`src/link_end_msd_lag_accumulator_assert.svh`:
```
// Assertion macros for the accumulator RTL, used by lema_back.
// Each expects clk_i and rst_ni in scope.
`ifndef LINK_END_MSD_LAG_ACCUMULATOR_ASSERT_SVH
`define LINK_END_MSD_LAG_ACCUMULATOR_ASSERT_SVH

// Assert that a property holds at every clock edge outside reset.
`define LEMA_ASSERT(label, prop, msg) \
  label: assert property (@(posedge clk_i) disable iff (!rst_ni) (prop)) else $error(msg);

// Assert that a condition never holds outside reset.
`define LEMA_NEVER(label, cond, msg) \
  label: assert property (@(posedge clk_i) disable iff (!rst_ni) !(cond)) else $error(msg);

`endif

```
`src/lema_pkg.sv`:
```
// ---------------------------------------------------------------------------
// lema_pkg
// Types and constants of the link-end lag accumulator.
// ---------------------------------------------------------------------------
`timescale 1ns / 1ps
`default_nettype none
package lema_pkg;

  localparam int unsigned LAG_BINS_DEF   = 1024;
  localparam int unsigned LINK_SLOTS_DEF = 1024;
  localparam int unsigned QUEUE_DEPTH    = 2;
  localparam int unsigned DIV_STEPS      = 32;

  localparam logic [1:0] ACT_SAMPLE = 2'd0;
  localparam logic [1:0] ACT_CLEAR  = 2'd1;
  localparam logic [1:0] ACT_READ   = 2'd2;

  localparam logic [47:0] SUM_MAX = '1;
  localparam logic [31:0] CNT_MAX = '1;

  typedef enum logic [1:0] {
    OP_SAMPLE,
    OP_CLEAR,
    OP_READ,
    OP_READ_ZERO
  } op_e;

  typedef struct packed {
    logic [1:0]  action;
    logic [9:0]  link_tag;
    logic [31:0] step_time;
    logic [15:0] pos_end0;
    logic [15:0] pos_end1;
    logic [9:0]  lag_bin;
  } in_t;

  typedef struct packed {
    logic [47:0] sum_sq_disp;
    logic [31:0] sample_count;
  } out_t;

  typedef struct packed {
    op_e         op;
    logic [9:0]  tag;
    logic [31:0] step;
    logic [15:0] pos0;
    logic [15:0] pos1;
    logic [9:0]  bin;
  } cmd_t;

endpackage
`default_nettype wire

```
`src/lema_front.sv`:
```
// ---------------------------------------------------------------------------
// lema_front
// Accepts requests, drops those with no effect and classifies the rest.
// ---------------------------------------------------------------------------
`timescale 1ns / 1ps
`default_nettype none
module lema_front #(
  parameter int unsigned LAG_BINS   = lema_pkg::LAG_BINS_DEF,
  parameter int unsigned LINK_SLOTS = lema_pkg::LINK_SLOTS_DEF
) (
  input  wire logic          clk_i,
  input  wire logic          rst_ni,
  input  wire logic          in_valid_i,
  output logic               in_ready_o,
  input  wire lema_pkg::in_t in_data_i,
  input  wire logic          busy_i,
  output logic               cmd_valid_o,
  input  wire logic          cmd_ready_i,
  output lema_pkg::cmd_t     cmd_o
);

  logic           fv_q, fv_d;
  lema_pkg::cmd_t cmd_q;
  lema_pkg::cmd_t cls;
  logic           keep;
  logic           tag_ok, bin_ok;

  assign tag_ok = 32'(in_data_i.link_tag) < 32'(LINK_SLOTS);
  assign bin_ok = 32'(in_data_i.lag_bin) < 32'(LAG_BINS);

  always_comb begin
    cls.tag  = in_data_i.link_tag;
    cls.step = in_data_i.step_time;
    cls.pos0 = in_data_i.pos_end0;
    cls.pos1 = in_data_i.pos_end1;
    cls.bin  = in_data_i.lag_bin;
    cls.op   = lema_pkg::OP_SAMPLE;
    keep     = 1'b0;
    unique case (in_data_i.action)
      lema_pkg::ACT_SAMPLE: begin
        cls.op = lema_pkg::OP_SAMPLE;
        keep   = tag_ok;
      end
      lema_pkg::ACT_CLEAR: begin
        cls.op = lema_pkg::OP_CLEAR;
        keep   = tag_ok;
      end
      lema_pkg::ACT_READ: begin
        cls.op = bin_ok ? lema_pkg::OP_READ : lema_pkg::OP_READ_ZERO;
        keep   = 1'b1;
      end
      default: keep = 1'b0;
    endcase
  end

  assign in_ready_o  = !busy_i && (!fv_q || cmd_ready_i);
  assign cmd_valid_o = fv_q;
  assign cmd_o       = cmd_q;

  always_comb begin
    fv_d = fv_q;
    if (in_valid_i && in_ready_o) begin
      fv_d = keep;
    end else if (cmd_ready_i) begin
      fv_d = 1'b0;
    end
  end

  always_ff @(posedge clk_i or negedge rst_ni) begin
    if (!rst_ni) begin
      fv_q <= 1'b0;
    end else begin
      fv_q <= fv_d;
    end
  end

  // hold the request until the queue takes it
  always_ff @(posedge clk_i) begin
    if (in_valid_i && in_ready_o) begin
      cmd_q <= cls;
    end
  end

endmodule
`default_nettype wire

```
`config.mk`:
```
export PLATFORM = sky130hd
export DESIGN_NAME = lema_front
export DESIGN_NICKNAME = d
export VERILOG_FILES = /design/src/link_end_msd_lag_accumulator_assert.svh /design/src/lema_pkg.sv /design/src/lema_front.sv
export SDC_FILE = /design/constraint.sdc
export NUM_CORES = 1
export LEC_CHECK = 0
export ABC_AREA = 1
export BUFFER_PORTS_ARGS = -buffer_cell sky130_fd_sc_hd__buf_2
export CORE_ASPECT_RATIO = 0.7
export CORE_UTILIZATION = 30
export DETAILED_ROUTE_END_ITERATION = 10
export GPL_ROUTABILITY_DRIVEN = 0
export MAX_ROUTING_LAYER = met4
export PLACE_DENSITY = 0.58
export SYNTH_ARGS = -nofsm -noshare
export SYNTH_HDL_FRONTEND = slang
export SYNTH_SLANG_ARGS = --single-unit
```
`constraint.sdc`:
```
create_clock -name clk_i -period 5.4 [get_ports clk_i]
set_clock_uncertainty 0.15 [all_clocks]
set_input_delay 0 -clock clk_i [delete_from_list [all_inputs] [get_ports clk_i]]
set_output_delay 0 -clock clk_i [all_outputs]
set_load 0.03 [all_outputs]
```
==> out/metrics.yaml <==
syn-cell-area_um2: 2660
worstSetupPathType: "reg2reg"
drt_iter0_drc: 118
routed_wirelength_mm: 6.93
start_util_pct: 31.3
finalSetupViolCount: 0
die_w_um: 115
yosys_warnings: 0
p_comb_share_pct: 11.7
ys_async_sr_fraction_pct: 1.15
synth-edff-count: 86
p_leak_nw: 2.09
syn-num-nets: 190
crit_fanout: 3
antenna_found_initial: 0
drt-pass1-iter-count: 4
crit_required_ns: 5.52
synthFlopType: "edfxtp_1"
cts_max_level: 3
track_usage_pct: 15.5
p_sw_share_pct: 22.3
drive_above_1_share_pct: 50.6
diodes: 0
synth_cell_type_count: 9
portBuffers: 178
first_global_vias: 2099
die_area_um2: 9260
dpl_worst_slack_ns: 3.37
viasPerCell: 3.98
cp-end-kind: "register"
clock-root-buffer: "clkbuf_16"
worst_pin_slew_ns: 1.10
p_sw_uw: 366
p_clk_share_pct: 40.3
avgRoutedWirePerCell_um: 13.7
worstHoldPathType: "in2out"
clock_latency_ns: 0.33
n_fill_cell: 661
final_nets: 471
syn_avg_cell_area_um2: 26.9
synthTopCellsByCount: "86 x edfxtp_1, 4 x inv_1, 2 x nand2_1, 2 x nor2_1"
synthCells: 99
relSlewSlack_pct: 26.6
p_int_mw: 1.28
rsz0062_at_grt: "false"
core-area_um2: 8510
yosysTopAreaCellShare_pct: 97.0
fmax_mhz: 495
synth_most_common_cell: "edfxtp_1"
cts_buffers: 9
worst_slack_ns: 3.38
p_seq_share_pct: 48.0
synth_area_leader_cell: "edfxtp_1"
grt_max_degree: 87
outcome: "complete, no violations"
period_share_pct: 37.4
vias: 2009
ios: 179
dp_hpwl_mm: 3.98
power_density_nw_per_um2: 332
clockBufferDepth: 2
cts_resized: 0
fin_hold_ws_ns: 0.142
clkTransAtPathRegs_ns: 0.06
tns_ns: 0
area_growth_pct: 86.0
grt_overflow: 0
finalHoldViolCount: 0
drv_slew: 0
start_kind: "register"
row_count: 28
antenna_left: 0
fin_total_pwr_mw: 1.64
grt_pass1_wl_mm: 9.97
route.detailed.drc: 0
cap_violations: 0
ir_worst_vdd_mv: 0.194
cts_tree: "yes"
worst-endpoint-arrival_ns: 2.14
period_minus_slack_ns: 2.02
cts_sinks: 87
synth-seq-cells: 87
chipHeight_um: 80.8
synth_area_leaders: "edfxtp_1 97%, dfrtp_1 0.94%, inv_1 0.56%"
ys_seq_area_share_pct: 98.0
==> metal layers <==
metal / global-route usage (%) / routed length [um] / share of wire, % / vias up
li1: - / - / - / 953
met1: 16.8 / 2790 / 40 / 923
met2: 25.9 / 3350 / 48 / 124
met3: 6.34 / 685 / 9.9 / 9
met4: 5.84 / 102 / 1.5 / 0
met5: - / 0 / 0 / -
==> cells by family (layout without fill, tap and decap cells) <==
group,count (synthesis),after routing,synth area share [%]
and+or+nand+nor,7,7,1.27
DFF,87,87,98.0
buffers and inverters,4,290,0.564
AOI/OAI and AO/OA,1,1,0.188
==> cell usage in the layout (no fill, tap or decap) <==
master	instances
clkinvlp_4	2
nor2_1	2
buf_2	178
nand2_1	2
inv_1	4
nand4_1	1
dlygate4sd3_1	92
a21oi_1	1
edfxtp_1	86
clkbuf_1	1
and3_4	1
clkbuf_16	9
dfrtp_1	1
nand2_2	1
bufinv_16	2
inv_6	2
==> final cells by class <==
class / count / area, um^2 / share of cell area (%)
flip-flops and latches: 87 / 2610 / 52.7
repair buffers: 270 / 1810 / 36.6
clock buffers: 10 / 229 / 4.63
well taps: 120 / 150 / 3.03
clock inverters: 6 / 92.6 / 1.87
multi-input cells: 8 / 43.8 / 0.885
inverters: 4 / 15.0 / 0.303
==> worst max-delay path, stage by stage (launching register included) <==
cell,delay (ns)
dfrtp_1,0.42
nand2_2,0.10
nand4_1,0.09
dlygate4sd3_1,0.57
nand2_1,0.07
dlygate4sd3_1,0.56
==> power groups by stage <==
stage                     clock network (mW)  registers, mW  logic (mW)
after global routing                   0.701          0.791       0.204
after global placement                     0          0.801       0.137
after detailed placement                   0          0.802       0.138
final                                  0.662          0.788       0.192
after CTS                              0.681          0.787       0.190
after floorplan                            0          0.864      0.0142
==> timing repair <==
item,4_1_cts,5_1_grt
hold endpoints to repair,88,0
setup buffers,0,0
hold buffers,92,0
==> stage by stage <==
step                      std cells  utilization, %  cell area, um^2
final                           505            58.1             4950
after global routing            505            58.1             4950
after CTS                       505            58.1             4950
after detailed placement        397            43.5             3710
after global placement          397            43.5             3710
after floorplan                  99               -             2660
==> worst paths after layout <==
kind                       depth (start not counted)   startpoint          end  slack [ns]
hold reg to reg                                    3  cmd_valid_o  cmd_valid_o        1.01
min in group asynchronous                          3       rst_ni  cmd_valid_o        0.39
hold / removal                                     3       busy_i   in_ready_o        0.14
max in group asynchronous                          3       rst_ni  cmd_valid_o        4.60
setup reg to reg                                   5  cmd_valid_o  cmd_valid_o        3.38
setup / recovery                                   5  cmd_valid_o  cmd_valid_o        3.38
==> flip-flops by register name (all words and copies together) (netlist names) <==
signal       cells
cmd_valid_o      1
cmd_o           86
(Power assumes the default switching activity.)
