<file path="config.mk">
export PLATFORM = sky130hd
export DESIGN_NAME = lema_queue
export DESIGN_NICKNAME = d
export VERILOG_FILES = /design/src/link_end_msd_lag_accumulator_assert.svh /design/src/lema_pkg.sv /design/src/lema_queue.sv
export SDC_FILE = /design/constraint.sdc
export NUM_CORES = 1
export LEC_CHECK = 0
export BUFFER_PORTS_ARGS = -buffer_cell sky130_fd_sc_hd__buf_2
export CORE_ASPECT_RATIO = 0.5
export CORE_MARGIN = 4
export CORE_UTILIZATION = 50
export DETAILED_ROUTE_END_ITERATION = 10
export GPL_ROUTABILITY_DRIVEN = 0
export PLACE_DENSITY = 0.84
export SYNTH_ARGS = -nofsm -noshare
export SYNTH_HDL_FRONTEND = slang
export SYNTH_SLANG_ARGS = --single-unit
</file>
<file path="constraint.sdc">
create_clock -name clk_i -period 6.3 [get_ports clk_i]
set_clock_uncertainty 0.2 [all_clocks]
set_input_delay 1.26 -clock clk_i [delete_from_list [all_inputs] [get_ports clk_i]]
set_output_delay 1.26 -clock clk_i [all_outputs]
set_load 0.05 [all_outputs]
</file>
<file path="src/link_end_msd_lag_accumulator_assert.svh">
// Assertion macros for the accumulator RTL, used by lema_back.
// Each expects clk_i and rst_ni in scope.
`ifndef LINK_END_MSD_LAG_ACCUMULATOR_ASSERT_SVH
`define LINK_END_MSD_LAG_ACCUMULATOR_ASSERT_SVH

// Assert that a property holds at every clock edge outside reset.
`define LEMA_ASSERT(label, prop, msg) \
  label: assert property (@(posedge clk_i) disable iff (!rst_ni) (prop)) else $error(msg);

// Assert that a condition never holds outside reset.
`define LEMA_NEVER(label, cond, msg) \
  label: assert property (@(posedge clk_i) disable iff (!rst_ni) !(cond)) else $error(msg);

`endif

</file>
<file path="src/lema_pkg.sv">
// ---------------------------------------------------------------------------
// lema_pkg
// Types and constants of the link-end lag accumulator.
// ---------------------------------------------------------------------------
`timescale 1ns / 1ps
`default_nettype none
package lema_pkg;

  localparam int unsigned LAG_BINS_DEF   = 1024;
  localparam int unsigned LINK_SLOTS_DEF = 1024;
  localparam int unsigned QUEUE_DEPTH    = 2;
  localparam int unsigned DIV_STEPS      = 32;

  localparam logic [1:0] ACT_SAMPLE = 2'd0;
  localparam logic [1:0] ACT_CLEAR  = 2'd1;
  localparam logic [1:0] ACT_READ   = 2'd2;

  localparam logic [47:0] SUM_MAX = '1;
  localparam logic [31:0] CNT_MAX = '1;

  typedef enum logic [1:0] {
    OP_SAMPLE,
    OP_CLEAR,
    OP_READ,
    OP_READ_ZERO
  } op_e;

  typedef struct packed {
    logic [1:0]  action;
    logic [9:0]  link_tag;
    logic [31:0] step_time;
    logic [15:0] pos_end0;
    logic [15:0] pos_end1;
    logic [9:0]  lag_bin;
  } in_t;

  typedef struct packed {
    logic [47:0] sum_sq_disp;
    logic [31:0] sample_count;
  } out_t;

  typedef struct packed {
    op_e         op;
    logic [9:0]  tag;
    logic [31:0] step;
    logic [15:0] pos0;
    logic [15:0] pos1;
    logic [9:0]  bin;
  } cmd_t;

endpackage
`default_nettype wire

</file>
<file path="src/lema_queue.sv">
// ---------------------------------------------------------------------------
// lema_queue
// Short request queue between the front and back parts.
// ---------------------------------------------------------------------------
`timescale 1ns / 1ps
`default_nettype none
module lema_queue (
  input  wire logic           clk_i,
  input  wire logic           rst_ni,
  input  wire logic           push_valid_i,
  output logic                push_ready_o,
  input  wire lema_pkg::cmd_t push_data_i,
  output logic                pop_valid_o,
  input  wire logic           pop_ready_i,
  output lema_pkg::cmd_t      pop_data_o
);

  localparam int unsigned Depth = lema_pkg::QUEUE_DEPTH;
  localparam int unsigned PtrW  = (Depth > 1) ? $clog2(Depth) : 1;
  localparam int unsigned CntW  = $clog2(Depth + 1);

  lema_pkg::cmd_t    slot_q [Depth];
  logic [PtrW-1:0]   wr_q, rd_q;
  logic [CntW-1:0]   cnt_q;
  logic              push, pop;

  assign push_ready_o = cnt_q != CntW'(Depth);
  assign pop_valid_o  = cnt_q != '0;
  assign push         = push_valid_i && push_ready_o;
  assign pop          = pop_valid_o && pop_ready_i;
  assign pop_data_o   = slot_q[rd_q];

  always_ff @(posedge clk_i or negedge rst_ni) begin
    if (!rst_ni) begin
      wr_q  <= '0;
      rd_q  <= '0;
      cnt_q <= '0;
    end else begin
      if (push) begin
        wr_q <= (wr_q == PtrW'(Depth - 1)) ? '0 : wr_q + 1'b1;
      end
      if (pop) begin
        rd_q <= (rd_q == PtrW'(Depth - 1)) ? '0 : rd_q + 1'b1;
      end
      if (push && !pop) begin
        cnt_q <= cnt_q + 1'b1;
      end else if (pop && !push) begin
        cnt_q <= cnt_q - 1'b1;
      end
    end
  end

  always_ff @(posedge clk_i) begin
    if (push) begin
      slot_q[wr_q] <= push_data_i;
    end
  end

endmodule
`default_nettype wire

</file>
==> results of run 1 <==
## cell families after synthesis
family | share of synthesized area
and+or+nand+nor | 0.005183
xor gates and xnor gates | 0.006716
buffers and inverters | 0.01305
muxes | 0.1658
adders and majority gates | 0.001918
DFF | 0.8074
## cell usage in the layout (no fill, tap or decap), drive strengths merged, types with 2 or more instances in the layout
cell type / synthesis / final
buf: 10 / 180
mux2: 86 / 86
bufinv: 0 / 3
clkinv: 0 / 7
nor2: 2 / 2
xor2: 2 / 2
clkbuf: 0 / 19
dfrtp: 4 / 4
edfxtp: 172 / 172
nand2: 2 / 2
clkinvlp: 0 / 3
xnor2: 3 / 3
## metal layers
| metal | vias to the layer above | global-route usage |
|---|---|---|
| met5 | - | 0 |
| met1 | 1644 | 0.1595 |
| li1 | 1510 | - |
| met3 | 12 | 0.04105 |
| met4 | 0 | 0.07012 |
| met2 | 73 | 0.3054 |
## power by group through the flow
stage               logic [uW]  clock network [uW]  registers (uW)
global placement          1850                   0            1760
global route              1920                1110            1770
floorplan                 1580                   0            1700
detailed placement        1860                   0            1770
finish                    1840                1020            1750
CTS                       1870                1040            1750
## final cells by class
type | count | share of cell area
flip-flops and latches | 176 | 0.6459
diodes | 1 | 0.0003067
repair buffers | 180 | 0.1113
multi-input cells | 99 | 0.1451
clock inverters | 13 | 0.01779
inverters | 1 | 0.0004601
well taps | 170 | 0.02607
clock buffers | 19 | 0.05307
## worst register-to-register path, cell delays in order, from the launching register on
cell	delay, ps
sky130_fd_sc_hd__dfrtp_1	400
sky130_fd_sc_hd__nand2b_1	170
sky130_fd_sc_hd__and3_4	530
sky130_fd_sc_hd__buf_4	700
## synthesized netlist by cell type
| cell | count | share of area |
|---|---|---|
| sky130_fd_sc_hd__xor2_1 | 2 | 0.0027 |
| sky130_fd_sc_hd__or2_2 | 1 | 0.00096 |
| sky130_fd_sc_hd__inv_1 | 1 | 0.00058 |
| sky130_fd_sc_hd__edfxtp_1 | 172 | 0.79 |
| sky130_fd_sc_hd__buf_6 | 5 | 0.0086 |
| sky130_fd_sc_hd__dfrtp_1 | 4 | 0.015 |
| sky130_fd_sc_hd__ha_1 | 1 | 0.0019 |
| sky130_fd_sc_hd__nand2b_1 | 1 | 0.00096 |
| sky130_fd_sc_hd__and3_1 | 1 | 0.00096 |
| sky130_fd_sc_hd__buf_2 | 5 | 0.0038 |
| sky130_fd_sc_hd__xnor2_1 | 3 | 0.0040 |
| sky130_fd_sc_hd__mux2_4 | 30 | 0.069 |
| sky130_fd_sc_hd__mux2_2 | 56 | 0.097 |
| sky130_fd_sc_hd__nand2_1 | 2 | 0.0012 |
| sky130_fd_sc_hd__nor2_1 | 2 | 0.0012 |
## stage by stage
| stage | hold WS, ps | util | instances |
|---|---|---|---|
| floorplan | 255.9 | - | 286 |
| global placement | 281.9 | 0.5967 | 626 |
| detailed placement | 279.8 | 0.5967 | 626 |
| CTS | 295.4 | 0.6422 | 658 |
| global route | 329.5 | 0.6424 | 659 |
| finish | 293.2 | 0.6424 | 659 |
## final timing paths
| kind | slack [ps] | to | from |
|---|---|---|---|
| min in group asynchronous | 450 | wr_q | rst_ni |
| setup reg to reg | 3910 | slot_q[1][60] | cnt_q[0] |
| hold / removal | 290 | cnt_q[1] | cnt_q[1] |
| max in group asynchronous | 5310 | rd_q | rst_ni |
| setup / recovery | 2220 | pop_data_o[2] | rd_q |
| hold reg to reg | 290 | cnt_q[1] | cnt_q[1] |
## registers in the layout (all words and copies together), names as in the netlist
| register | flops |
|---|---|
| wr_q | 1 |
| cnt_q | 2 |
| slot_q | 172 |
| rd_q | 1 |
==> results.json, run 1 <==
{
  "drt-vias-per-instance": 4.915,
  "route.detailed.wl_per_inst_um": 18.02,
  "clock_tree.root_cell": "sky130_fd_sc_hd__clkbuf_16",
  "setup_viol": 0,
  "crit_path_top_delay_cell": "sky130_fd_sc_hd__dfrtp_4",
  "grt_first_pass_wirelength_um": 17570,
  "crit_buf_inv": 2,
  "die_h_um": 88.76,
  "clk_pwr_share": 0.222,
  "switching_power_uw": 1852,
  "holdBufCountCts": 0,
  "worst-path-max-fanout": 58,
  "syn-num-nets": 377,
  "r2r_cells": 3,
  "critical_path.top_delay_family": "flip-flops",
  "globalRouteTotalUtil": 0.1560,
  "residual_antenna_violating_net_count_after_detailed_routing": 0,
  "outcome": "completed",
  "setup.worst_path.end_class": "output port",
  "fillerInstances": 899,
  "power_density_nw_per_um2": 565.4,
  "post_route_cells_drive_above_1_share": 0.6107,
  "criticalPathCategory": "register to output port",
  "clock_sink_count": 176,
  "insertion_delay_ps": 400,
  "syn_avg_cell_area_um2": 22.80,
  "total_power_uw": 4612,
  "synthDistinctLibCells": 15,
  "max-cap-violations": 0,
  "layout.area.seq_um2": 5269,
  "m1_wire_length_um": 4347,
  "place.port_buffers": 177,
  "report.final.slew_viol_count": 0,
  "place_worst_setup_slack_ps": 2629,
  "synth.yosys.warnings": 0,
  "placeable_core_region_um2": 12700,
  "critical_path.cell_chain": "buf_4, mux2_2, buf_2",
  "design_area_um2": 8158,
  "critPathRequiredTime_ps": 4840,
  "setup-tns-final_ps": 0,
  "grt_start_max_net_pins": 87,
  "proportion_of_power_drawn_by_combinational_gates": 0.400,
  "top_layer_used_by_detailed_routing": "met4",
  "grt_overflow_total": 0,
  "critical_path.max_stage_delay_ps": 960,
  "critPathLaunchType": "register",
  "area_growth_pct": 25.10,
  "initial_antenna_violation_count": 1,
  "leakagePower_uw": 0.003147,
  "final_hold_viol_count": 0,
  "layout_min_cycle_time_ps": 4075,
  "seq_area_frac_synth": 0.8074,
  "cts.repair.resized": 0,
  "internal_power_uw": 2761,
  "pwr-share-seq": 0.378,
  "power.switching_fraction": 0.4014,
  "power.ir.vdd_worst_uv": 446.0,
  "normalized_max_slew_margin": 0.2285,
  "dieWidth_um": 169.5,
  "post-route-worst-setup-slack_ps": 2225,
  "initial_utilization": 0.5135,
  "footprint_of_the_multi_input_gates_um2": 1184,
  "ys_ff_latch": 176,
  "place_area_um2": 7577,
  "timing.hold.worst.class": "register to register",
  "rsz0062_at_grt": "no",
  "post_cts_buffers": 0,
  "dp_hpwl_um": 7811,
  "cts_tree": "yes",
  "worst-path-stages": 3,
  "min_path_cells": 1,
  "post_synth_instance_area_um2": 6521,
  "crit_share_post_route": 0.6468,
  "met2RoutedLength_um": 6832,
  "dr_total_vias": 3239,
  "fp-row-count": 29,
  "detail_route.first_pass.iterations": 4,
  "cts-buffers-inserted": 17,
  "boundaryPins": 178,
  "met3_length_um": 492,
  "route.detailed.drc": 0,
  "clk_pin_slew_worst_paths_ps": 60,
  "clock_path_buffers": 2,
  "final_net_count": 566,
  "finalWirelength_um": 11880,
  "fp.dieArea_um2": 15040,
  "fmaxAchievable_mhz": 245.4,
  "via_count_of_the_first_global_routing_pass": 3537,
  "syn_inst": 286,
  "clock_tree.htree_level_count": 4,
  "drt-initial-drc-count": 116,
  "worstPathArrival_ps": 2620,
  "worst_margin_pin_slew_ps": 1157
}
Note: power is estimated with default switching activity, not from simulation.
==> inputs of run 2 (changes only) <==
CORE_UTILIZATION = 47   (was 50)
PLACE_DENSITY = 0.83   (was 0.84)
clock period = 3.6 ns   (was 6.3 ns; I/O delays follow)
==> run 2 against run 1 <==
  * Count of clock-buffer cells in the layout down 2
  * Sequential power up 67%
  * Register-to-register slack worse by 2400 ps
  * Largest cell class unchanged
==> results.json, run 2 (synthesized netlist as in run 1, its figures left out) <==
{
  "setup-tns-final_ps": 0,
  "cts.repair.resized": 0,
  "r2r_cells": 3,
  "dp_hpwl_um": 8114,
  "setup.worst_path.end_class": "output port",
  "post-place-cells": 649,
  "rsz0062_at_grt": "no",
  "drt-vias-per-instance": 4.782,
  "final_hold_viol_count": 0,
  "critical_path.max_stage_delay_ps": 410,
  "criticalPathCategory": "register to output port",
  "timing.hold.worst.class": "register to register",
  "num_antenna_cells": 0,
  "worstPathArrival_ps": 1940,
  "max_flop_register": "slot_q",
  "post_cts_buffers": 0,
  "critical_path.top_delay_family": "buffers and inverters",
  "timing.reg2reg.setup_slack_ps": 1480,
  "residual_antenna_violating_net_count_after_detailed_routing": 0,
  "reg_top3": "slot_q x172, cnt_q x2",
  "report.final.slew_viol_count": 0,
  "power.ir.vdd_worst_uv": 564.0,
  "largest_register_ff_count": 172,
  "rr_startpoint": "cnt_q[0]",
  "setup_viol": 0,
  "layout.cells.non_filler": 682,
  "final_cell_mix": "sky130_fd_sc_hd__buf_2 (177), sky130_fd_sc_hd__edfxtp_1 (172), sky130_fd_sc_hd__mux2_2 (56)",
  "detail_route.first_pass.iterations": 4,
  "insertion_delay_ps": 410,
  "layout_min_cycle_time_ps": 2855,
  "worst_margin_pin_slew_ps": 634.7,
  "place.port_buffers": 177,
  "via_count_of_the_first_global_routing_pass": 3513,
  "crit_buf_inv": 2,
  "fp.dieArea_um2": 15940,
  "clock_sink_count": 176,
  "crit_path_top_delay_cell": "sky130_fd_sc_hd__dfrtp_4",
  "critPathCapture": "pop_data_o[66]",
  "holdBufCountCts": 1,
  "area_growth_pct": 27.15,
  "initial_utilization": 0.4813,
  "layout.cells.most_common": "sky130_fd_sc_hd__buf_2",
  "route.detailed.drc": 0,
  "clock_path_buffers": 2,
  "post_route_cells_drive_above_1_share": 0.6184,
  "clock_tree.root_cell": "sky130_fd_sc_hd__clkbuf_16",
  "critPathRequiredTime_ps": 2680,
  "dieWidth_um": 174.6,
  "cts-buffers-inserted": 17,
  "power_density_nw_per_um2": 996.0,
  "drt-initial-drc-count": 160,
  "dr_total_vias": 3261,
  "grt_start_max_net_pins": 88,
  "worst-path-max-fanout": 87,
  "critPathLaunchType": "register",
  "critical_path.cell_chain": "buf_12, mux2_2, buf_2",
  "crit_share_post_route": 0.7931,
  "worst-path-stages": 3,
  "cts_tree": "yes",
  "grt_first_pass_wirelength_um": 18690,
  "outcome": "completed",
  "clk_pin_slew_worst_paths_ps": 70,
  "boundaryPins": 178,
  "route.detailed.wl_per_inst_um": 17.89,
  "max-cap-violations": 0,
  "final_net_count": 568,
  "globalRouteTotalUtil": 0.1526,
  "worst_reg2reg_endpoint": "slot_q[1][49]",
  "timing.critical_path.from": "rd_q",
  "grt_overflow_total": 0,
  "finalCoreUtilization": 0.6119,
  "fp-row-count": 30,
  "initial_antenna_violation_count": 0,
  "leakagePower_uw": 0.003195,
  "finalWirelength_um": 12200,
  "normalized_max_slew_margin": 0.5769,
  "fmaxAchievable_mhz": 350.2,
  "placeable_core_region_um2": 13550,
  "die_h_um": 91.29,
  "total_power_uw": 8259,
  "clock_tree.htree_level_count": 4
}
==> run 2: changes by cell type in the layout (fill, tap and decap cells not counted), sizes merged <==
| cell | before | now |
|---|---|---|
| clkinvlp | 3 | 2 |
| diode | 1 | 0 |
| dlygate4sd3 | 0 | 1 |
| clkinv | 7 | 4 |
| clkbuf | 19 | 17 |
| bufinv | 3 | 4 |
| inv | 1 | 6 |
| buf | 180 | 181 |
==> run 2: report_power, final <==
group	internal (uW)	switching [uW]	total (uW)
clock	1170	764	1940
combinational	977	2420	3400
sequential	2800	120	2920
total	4960	3300	8260
==> run 2: area by class of cell <==
type / instances / area (um^2)
clock buffers: 17 / 425.4
repair buffers: 182 / 963.4
flip-flops and latches: 176 / 5269
clock inverters: 15 / 206.4
well taps: 192 / 240.2
multi-input cells: 99 / 1184
fillers: 976 / 5259
inverters: 1 / 3.754
==> run 2: worst min-delay path by stage <==
stage                          startpoint            end  slack, ps  cells past startpoint
final                            cnt_q[1]       cnt_q[1]        300                      1
after global routing      push_data_i[73]  slot_q[0][73]        280                      1
after CTS                 push_data_i[85]  slot_q[1][85]        280                      1
after detailed placement         cnt_q[1]       cnt_q[1]        280                      1
after global placement           cnt_q[1]       cnt_q[1]        270                      1
after floorplan                    rst_ni       cnt_q[0]        220                      0
==> run 2: layer usage <==
layer  track usage  up-vias  wire, um
met2        0.2953       71      6964
met1        0.1630     1655      4592
li1              -     1521         -
met4       0.05029        0       202
met3       0.03869       14       440
met5             0        -         0
==> run 2: stage by stage <==
| stage | worst slack, ps | hold slack (ps) | area [um^2] |
|---|---|---|---|
| after global routing | 670.0 | 275.1 | 8292 |
| final | 744.9 | 296.1 | 8292 |
| after floorplan | 594.4 | 224.4 | 6530 |
| after CTS | 727.3 | 281.2 | 8292 |
| after global placement | 1183 | 272.4 | 7650 |
| after detailed placement | 1172 | 283.2 | 7650 |
==> run 2: worst reg2reg max path, stage by stage, from the launching register on <==
cell and delay (ps):
sky130_fd_sc_hd__dfrtp_1 410, sky130_fd_sc_hd__nand2b_1 180, sky130_fd_sc_hd__and3_4 610, sky130_fd_sc_hd__buf_12 370
